## config.mk

```make
export PLATFORM = sky130hd
export DESIGN_NAME = vnsl_dist_unit
export DESIGN_NICKNAME = d
export VERILOG_FILES = /design/src/rtl/vnsl_pkg.sv /design/src/rtl/vnsl_dist_unit.sv
export SDC_FILE = /design/constraint.sdc
export NUM_CORES = 1
export LEC_CHECK = 0
export ABC_AREA = 0
export ABC_CLOCK_PERIOD_IN_PS = 8100
export BUFFER_PORTS_ARGS = -buffer_cell sky130_fd_sc_hd__buf_2
export CAP_MARGIN = 20
export CORE_MARGIN = 5
export CORE_UTILIZATION = 44
export DETAILED_ROUTE_END_ITERATION = 6
export SETUP_SLACK_MARGIN = 0.05
export SLEW_MARGIN = 20
export SYNTH_ARGS = -nofsm -noshare
export SYNTH_HDL_FRONTEND = slang
export SYNTH_SLANG_ARGS = --single-unit
```

## constraint.sdc

```tcl
create_clock -name clk -period 8.1 [get_ports clk]
set_clock_uncertainty 0.2 [all_clocks]
set_input_delay 1.215 -clock clk [delete_from_list [all_inputs] [get_ports clk]]
set_output_delay 1.215 -clock clk [all_outputs]
set_load 0.01 [all_outputs]
```

## src/rtl/vnsl_pkg.sv

```systemverilog
// ----------------------------------------------------------------------------
// vnsl_pkg
// Shared types and constants of the Voronoi nearest-site labeler.
// ----------------------------------------------------------------------------
package vnsl_pkg;

	// Table and coordinate geometry
	localparam int MAX_SITES  = 256;
	localparam int COORD_BITS = 12;
	localparam int FRAC_BITS  = 4;
	localparam int SITE_W     = COORD_BITS + FRAC_BITS;
	localparam int IDX_W      = $clog2(MAX_SITES);
	localparam int CNT_W      = $clog2(MAX_SITES + 1);
	localparam int SQ_W       = 2 * SITE_W;
	localparam int DIST_W     = SQ_W + 1;

	// Configuration port
	localparam int CFG_W     = 9;
	localparam int REG_IDX_W = 1;
	localparam logic [REG_IDX_W-1:0] REG_SITE_COUNT = 1'b0;
	localparam logic [REG_IDX_W-1:0] REG_SHADE_STEP = 1'b1;
	localparam logic [8:0] SITE_COUNT_RST = 9'd256;
	localparam logic [7:0] SHADE_STEP_RST = 8'd1;

	// Operation codes
	localparam logic OP_LOAD  = 1'b0;
	localparam logic OP_QUERY = 1'b1;

	// Input word
	typedef struct packed {
		logic        op;
		logic [7:0]  site_index;
		logic [15:0] site_x;
		logic [15:0] site_y;
		logic [11:0] pixel_x;
		logic [11:0] pixel_y;
	} in_word_t;

	// Result word
	typedef struct packed {
		logic [7:0] nearest_index;
		logic [7:0] shade;
	} out_word_t;

	// One table entry
	typedef struct packed {
		logic [SITE_W-1:0] x;
		logic [SITE_W-1:0] y;
	} site_t;

	// Tag that follows a site through the distance pipeline
	typedef struct packed {
		logic             vld;
		logic [IDX_W-1:0] idx;
	} tag_t;

	// Search sequencer
	typedef enum logic [1:0] {
		ST_IDLE,
		ST_SCAN,
		ST_DRAIN,
		ST_HOLD
	} state_t;

endpackage

```

## src/rtl/vnsl_dist_unit.sv

```systemverilog
// ----------------------------------------------------------------------------
// vnsl_dist_unit
// Three-stage squared distance pipeline: absolute difference, square, sum.
// ----------------------------------------------------------------------------
module vnsl_dist_unit (
	input  logic                        clk,
	input  logic                        arst_n,
	input  vnsl_pkg::tag_t              tag,
	input  vnsl_pkg::site_t             site,
	input  logic [vnsl_pkg::SITE_W-1:0] px,
	input  logic [vnsl_pkg::SITE_W-1:0] py,
	output vnsl_pkg::tag_t              dist_tag,
	output logic [vnsl_pkg::DIST_W-1:0] sq_dist,
	output logic                        busy
);
	import vnsl_pkg::*;

	tag_t              tag_s2, tag_s3, tag_s4;
	logic [SITE_W-1:0] dx_s2, dy_s2;
	logic [SQ_W-1:0]   sqx_s3, sqy_s3;
	logic [DIST_W-1:0] dist_s4;

	// Advance the tags
	always_ff @(posedge clk or negedge arst_n) begin
		if (!arst_n) begin
			tag_s2 <= '0;
			tag_s3 <= '0;
			tag_s4 <= '0;
		end else begin
			tag_s2 <= tag;
			tag_s3 <= tag_s2;
			tag_s4 <= tag_s3;
		end
	end

	// Absolute differences, squares, sum
	always_ff @(posedge clk) begin
		dx_s2   <= (px >= site.x) ? (px - site.x) : (site.x - px);
		dy_s2   <= (py >= site.y) ? (py - site.y) : (site.y - py);
		sqx_s3  <= dx_s2 * dx_s2;
		sqy_s3  <= dy_s2 * dy_s2;
		dist_s4 <= DIST_W'(sqx_s3) + DIST_W'(sqy_s3);
	end

	assign dist_tag = tag_s4;
	assign sq_dist  = dist_s4;
	assign busy     = tag_s2.vld | tag_s3.vld | tag_s4.vld;

endmodule

```

==> qor.txt, run 1 <==
status -> finished clean
most numerous cell in the Yosys netlist -> inv_1
initial antenna violation count -> 0
grt total ovfl -> 0
worst path arrival time -> 6.93 ns
asr flop ratio synth -> 17.53%
Final setup viols -> 0
layout cells sized above 1 -> 7.229%
CTS tree -> built
H-tree depth -> 4
Die Area -> 0.05500 sq mm
CP Data Required Time -> 8.28 ns
final critical path time including I/O delays and setup -> 6.755 ns
EDFF count, synth -> 0
final setup TNS -> 0 ns
post-synthesis sequential area ratio -> 14.51%
die width -> 234.5 microns
ANT cells -> 0
CTS root buffer -> clkbuf_16
Num CTS Buffers -> 17
first-pass GRT wire length -> 79930 microns
Tcrit/Tclk final -> 83.40%
CTS Buffer Depth -> 2
Core Box Area -> 0.04997 sq mm
Nets -> 3242
# rows -> 82
DRT Pass-1 Iters -> 5
Synth area leaders -> fa_1, ha_1, dfxtp_1
design area -> 0.02392 sq mm
final antenna-violating net count -> 0
Worst-path clk slew -> 0.08 ns
Via Count -> 16410
Final Wtd Congestion -> 0.8867
Post-Synthesis Cells -> 2486
Max Cap Viol -> 0
Max Fanout on Critical Path -> 17
fillcell total -> 4807
Hold Path Class -> reg2reg
number of remaining DRC errors -> 0
routed len/inst -> 14.45 microns
RSZ-0062 raised after global routing -> false
Crit Path Class -> reg2reg
Syn Std Cell Area -> 0.02218 sq mm
Rel. slew slack -> 45.98%
Initial DRC Count -> 980
via/cell ratio -> 5.079
number of I/O port buffers -> 117
setup bufs post-CTS -> 0
Post-CTS Resized -> 0
library cells used by synthesis -> 71
hold_ws -> 0.1488 ns
Clk Latency, worst-skew pair -> 0.48 ns
Yosys top cell area share -> 29.61%
Post-synth top flop -> dfxtp_1
Avg Inst Size Synth -> 8.921 sq um
crit path capture type -> flop
initial core utilization -> 44.39%
Yosys reg bits -> 154
Area Overhead vs Synth -> 7.847%
Post-CTS Hold Fix Bufs -> 0
pin slew with the least headroom to its limit -> 0.7978 ns
largest area contributor in the netlist -> fa_1
achievable frequency -> 148.0 MHz
CTS sink cnt -> 154
Synth top cells by count -> inv_1, fa_1, ha_1
number of global-route vias before repair -> 16941
largest net degree at the start of global routing -> 28
IO Pins -> 118
drt total wl -> 46670 microns
Yosys warnings -> 0
final hold violations -> 0
syn nets -> 3182
Slew Viols, Final -> 0
final core occ -> 47.87%
Startpoint Class -> flop
GRT Overall Usage -> 17.81%
placed instance area -> 0.02331 sq mm
Detailed Place HPWL -> 39420 microns
DIE HEIGHT -> 234.5 microns
==> kinds of logic (layout without fill, tap and decap cells) <==
group           Yosys count  in the layout  share of synthesized area [%]
mux                       8              8                         0.3723
compound gates          366            366                          10.90
xor+xnor                125            125                          4.936
flops                   154            154                          14.51
buf+inv                 653            726                          11.12
simple gates            559            559                          12.02
fa+ha+maj               621            621                          46.14
==> through the flow <==
stage          setup slack [ns]  instances
6_report                  1.345       3231
5_1_grt                  0.9998       3231
4_1_cts                   1.397       3231
3_5_place_dp              1.440       3199
3_3_place_gp              1.515       3199
2_1_floorplan             2.023       2486
==> state kept, by name, indices dropped and copies added (netlist names) <==
signal / cells
dist_tag: 9
dx_s2: 16
dy_s2: 16
sq_dist: 33
sqx_s3: 31
sqy_s3: 31
tag_s2: 9
tag_s3: 9
==> worst paths after layout <==
kind                            from          end  slack, ns  cells after the start
setup reg to reg            dy_s2[5]   sqy_s3[25]       1.34                     20
setup / recovery            dy_s2[5]   sqy_s3[25]       1.34                     20
hold / removal             tag_s2[6]    tag_s3[6]       0.15                      0
min in group asynchronous     arst_n    tag_s2[2]       0.51                      1
hold reg to reg            tag_s2[6]    tag_s3[6]       0.15                      0
max in group asynchronous     arst_n  dist_tag[4]       6.82                      1
==> routing by layer <==
metal	part of all wire [%]	vias to the layer above	routed length (microns)	global-route usage (%)
met5	0	-	0	0
met2	47	363	22060	29.07
met4	1.6	0	756	4.251
met1	46	8088	21610	25.04
met3	4.8	48	2245	2.871
li1	-	7911	-	-
==> final cells by class <==
class	count	area [sq um]	area share [%]
Clock inverter	15	180.2	0.7533
Sequential cell	154	3218	13.45
Timing Repair Buffer	118	593.1	2.479
Multi-Input combinational cell	1679	16500	68.98
Tap cell	672	840.8	3.515
Inverter	576	2162	9.039
Clock buffer	17	425.4	1.779
==> worst max-delay path, stage by stage (launching register included) <==
cell     delay (ns)
dfxtp_1        0.80
and2_1         0.27
inv_1          0.06
fa_1           0.48
inv_1          0.06
fa_1           0.50
inv_1          0.06
fa_1           0.52
inv_1          0.05
fa_1           0.45
fa_1           0.49
inv_1          0.05
fa_1           0.47
inv_1          0.04
ha_1           0.36
a21oi_1        0.28
nor2b_1        0.10
o21a_1         0.20
o31ai_1        0.57
or3b_2         0.51
xnor2_1        0.13
==> placed cells by master (no fill, tap or decap), drive strengths merged, types with 4 or more instances in the layout <==
cell,instances
inv,581
fa,328
ha,293
nand2,201
dfxtp,127
buf,118
nor2,117
a21oi,115
and2,84
xnor2,81
o21ai,61
a21o,54
xor2,44
nand3,32
nor2b,27
nor3,27
dfrtp,27
a211oi,21
o21a,20
and3,17
clkbuf,17
nand4,16
a31oi,14
o21bai,12
o211ai,12
o31ai,9
nand2b,8
a31o,8
or3,8
or2,7
clkinv,7
mux2i,6
a221oi,5
o2111ai,5
and4,4
Power of run 1 is left out: the tool's default activity adds up to more than one toggle a clock period on the data nets, which glitch-free logic cannot reach.
==> run 2, diff against run 1 <==
Settings changed: ABC_CLOCK_PERIOD_IN_PS 8100 to 6600.
Clock period 8.1 ns to 6.6 ns, I/O delays scaled along.
==> qor.txt, run 2 (synthesis results as in run 1) <==
Worst Hold End -> dist_tag[0]
layout cells sized above 1 -> 9.458%
Num CTS Buffers -> 17
CTS tree -> built
number of I/O port buffers -> 117
initial core utilization -> 44.39%
# rows -> 82
GRT Overall Usage -> 18.13%
hold path start -> tag_s3[0]
final setup TNS -> 0 ns
Hold Path Depth -> 0
number of global-route vias before repair -> 17201
via/cell ratio -> 5.065
crit path capture type -> flop
Core Box Area -> 0.04997 sq mm
worst path arrival time -> 6.49 ns
cell total after placement -> 3241
Crit Path Class -> reg2reg
status -> finished clean
Worst-path clk slew -> 0.07 ns
Finished Layout Cells -> 3273
IO Pins -> 118
CTS root buffer -> clkbuf_16
Area Overhead vs Synth -> 9.511%
RSZ-0062 raised after global routing -> false
grt total ovfl -> 0
die width -> 234.5 microns
commonest non-fill, non-tap cells in the layout -> inv_1, fa_1, ha_1, nand2_1
Hold Path Class -> reg2reg
routed len/inst -> 14.43 microns
Startpoint Class -> flop
Die Area -> 0.05500 sq mm
Via Count -> 16578
final critical path time including I/O delays and setup -> 6.281 ns
reg-to-reg slack, setup -> 0.32 ns
R2R Path End -> sqy_s3[28]
worst r2r src -> dy_s2[3]
placed instance area -> 0.02363 sq mm
area occupied by multi-input gates -> 0.01652 sq mm
pin slew with the least headroom to its limit -> 0.8101 ns
drt total wl -> 47240 microns
Detailed Place HPWL -> 40480 microns
max reg flops -> 33
Max Cap Viol -> 0
Final setup viols -> 0
CTS Buffer Depth -> 2
final hold violations -> 0
CP Data Required Time -> 6.81 ns
Tcrit/Tclk final -> 95.16%
Slew Viols, Final -> 0
initial antenna violation count -> 1
number of remaining DRC errors -> 0
Max Fanout on Critical Path -> 10
CTS sink cnt -> 154
design area -> 0.02429 sq mm
H-tree depth -> 4
largest net degree at the start of global routing -> 28
DRT Pass-1 Iters -> 5
Nets -> 3284
Initial DRC Count -> 952
final antenna-violating net count -> 0
ANT cells -> 0
R2R depth -> 23
fillcell total -> 4777
DIE HEIGHT -> 234.5 microns
Post-CTS Hold Fix Bufs -> 0
first-pass GRT wire length -> 81360 microns
Rel. slew slack -> 45.14%
Clk Latency, worst-skew pair -> 0.48 ns
commonest non-fill, non-tap cell in the layout -> inv_1
Final Wtd Congestion -> 0.8852
Reg area -> 0.003239 sq mm
achievable frequency -> 159.2 MHz
-- run 2: cell count changes in the layout (fill, tap and decap cells not counted), sizes merged --
| cell | change |
|---|---|
| buf | +42 |
| bufinv | +1 |
| clkinv | -2 |
| clkinvlp | -3 |
| inv | +4 |
-- run 2: metal layers --
layer	up-vias	global-route usage, %	routed length [microns]
li1	8002	-	-
met3	35	3.015	2301
met4	0	4.780	798
met2	365	29.22	21960
met1	8176	25.54	22180
met5	-	0	0
-- run 2: repair_timing --
item                       4_1_cts  5_1_grt
setup endpoints to repair        0       14
resized for setup                0       20
buffers inserted                 0        0
-- run 2: how the worst max path moves through the flow --
stage              from         end  slack [ns]
6_report       dy_s2[3]  sqy_s3[28]        0.32
3_5_place_dp   dx_s2[6]  sqx_s3[31]        0.20
5_1_grt        dy_s2[5]  sqy_s3[28]        0.07
3_3_place_gp   dx_s2[6]  sqx_s3[31]        0.36
4_1_cts        dx_s2[6]  sqx_s3[31]        0.19
2_1_floorplan  dy_s2[8]  sqy_s3[30]        0.52
-- run 2: worst max-delay path: stages (launching register included) --
cell and delay [ns]:
dfxtp_2 0.38, nand2_1 0.12, inv_1 0.07, fa_1 0.53, inv_1 0.06, fa_1 0.53
inv_1 0.05, fa_1 0.52, inv_1 0.06, fa_1 0.52, inv_1 0.05, fa_1 0.47
inv_1 0.05, fa_1 0.47, inv_1 0.04, ha_1 0.37, nand3_1 0.11, or4_4 0.50
and4_4 0.22, o21a_1 0.19, o2111ai_1 0.22, a31oi_1 0.16, o21ai_1 0.16, xor2_1 0.15
-- run 2: cell type report --
type / count / share of cell area [%]
inverters: 576 / 8.902
flip-flops and latches: 154 / 13.34
multi-input cells: 1679 / 68.00
repair buffers: 160 / 3.740
clock inverters: 15 / 0.8036
clock buffers: 17 / 1.751
well taps: 672 / 3.462
-- run 2: stage by stage --
stage	hold WS, ns	utilization (%)	setup WS [ns]
global placement	0.1329	47.28	0.3632
detailed placement	0.1347	47.29	0.1988
CTS	0.1520	48.53	0.1894
global route	0.1547	48.61	0.07199
floorplan	0.1312	-	0.5230
finish	0.1479	48.61	0.3193
Power of run 2 is left out for the same reason.
==> run 3, diff against run 2 <==
Settings changed: CORE_ASPECT_RATIO set to 0.8.
==> qor.txt, run 3 (synthesis results as in run 1) <==
commonest non-fill, non-tap cells in the layout -> inv_1, fa_1, ha_1, nand2_1
worst path arrival time -> 6.47 ns
Reg area -> 0.003237 sq mm
initial core utilization -> 44.55%
CTS tree -> built
layout cells sized above 1 -> 9.778%
number of remaining DRC errors -> 0
R2R depth -> 21
hold path start -> tag_s3[3]
drt total wl -> 49090 microns
Startpoint Class -> flop
final critical path time including I/O delays and setup -> 6.293 ns
R2R Path End -> sqy_s3[30]
reg-to-reg slack, setup -> 0.31 ns
hold_ws -> 0.1480 ns
final hold violations -> 0
crit path capture type -> flop
Crit Path Class -> reg2reg
# rows -> 73
final core occ -> 48.90%
CP Depth -> 21
routed len/inst -> 14.95 microns
Initial DRC Count -> 965
initial antenna violation count -> 1
CTS root buffer -> clkbuf_16
crit path cell chain -> and2_1, fa_1, inv_1, fa_1, inv_1, fa_1, inv_1, fa_1, inv_1, fa_1, inv_1, fa_1, inv_1, ha_2, nand3_1, or4_4, and4_4, o31ai_2, o211ai_2, o31ai_2, xor2_1
Max Fanout on Critical Path -> 7
CTS Buffer Depth -> 2
crit path from -> dy_s2[9]
number of global-route vias before repair -> 17218
Die Area -> 0.05502 sq mm
Area Overhead vs Synth -> 9.743%
GRT Overall Usage -> 18.51%
largest net degree at the start of global routing -> 28
Detailed Place HPWL -> 42480 microns
commonest non-fill, non-tap cell in the layout -> inv_1
Crit path max-delay family -> adder cells
Worst-path clk slew -> 0.07 ns
max reg flops -> 33
Num CTS Buffers -> 17
DIE HEIGHT -> 210.8 microns
Core Box Area -> 0.04978 sq mm
die width -> 261.0 microns
worst setup path endpoint -> sqy_s3[30]
first-pass GRT wire length -> 83880 microns
CP max stage delay -> 0.54 ns
area occupied by multi-input gates -> 0.01653 sq mm
RSZ-0062 raised after global routing -> true
final antenna-violating net count -> 0
grt total ovfl -> 0
Hold Path Class -> reg2reg
Final setup viols -> 0
CTS sink cnt -> 154
Post-CTS Hold Fix Bufs -> 0
slowest stage cell, crit path -> fa_1
CP Data Required Time -> 6.78 ns
IO Pins -> 118
Buf/Inv on CP -> 6
pin slew with the least headroom to its limit -> 0.8993 ns
Clk Latency, worst-skew pair -> 0.46 ns
via/cell ratio -> 5.078
DRT Pass-1 Iters -> 5
Max Cap Viol -> 0
Final Wtd Congestion -> 0.9058
worst r2r src -> dy_s2[9]
final setup TNS -> 0 ns
status -> finished clean
Rel. slew slack -> 39.10%
H-tree depth -> 4
fillcell total -> 4746
Via Count -> 16677
achievable frequency -> 158.9 MHz
Nets -> 3291
number of I/O port buffers -> 117
Slew Viols, Final -> 0
Tcrit/Tclk final -> 95.34%
## run 3: metrics by stage
step / std cells / worst slack [ns] / cell area, sq um
finish: 3284 / 0.3073 / 24340
global route: 3283 / 0.03218 / 24340
CTS: 3282 / 0.08999 / 24270
detailed placement: 3250 / 0.1130 / 23670
global placement: 3250 / 0.2166 / 23670
floorplan: 2486 / 0.5230 / 22180
## run 3: timing repair
item,CTS,global route
endpoints found under the setup margin,0,15
buffers inserted,0,1
gates resized for setup,0,23
## run 3: area by class of cell
type	count	area share, %
diodes	1	0.01028
repair buffers	167	3.948
well taps	675	3.470
multi-input cells	1679	67.92
inverters	576	8.883
clock inverters	14	0.7043
clock buffers	18	1.763
flip-flops and latches	154	13.30
## run 3: routing by layer
layer	GRT usage, %	up-vias	routed length, microns
met4	3.025	0	463
met5	0	-	0
met3	2.402	32	2662
met1	28.78	8255	24690
li1	-	8014	-
met2	28.15	376	21280
## run 3: worst min-delay path by stage
stage / to / depth (start not counted) / slack, ns
4_1_cts: dist_tag[3] / 0 / 0.15
3_5_place_dp: dist_tag[2] / 0 / 0.14
3_3_place_gp: dist_tag[0] / 0 / 0.13
5_1_grt: tag_s3[0] / 0 / 0.17
2_1_floorplan: dist_tag[0] / 0 / 0.13
6_report: dist_tag[3] / 0 / 0.15
Power of run 3 is left out for the same reason.
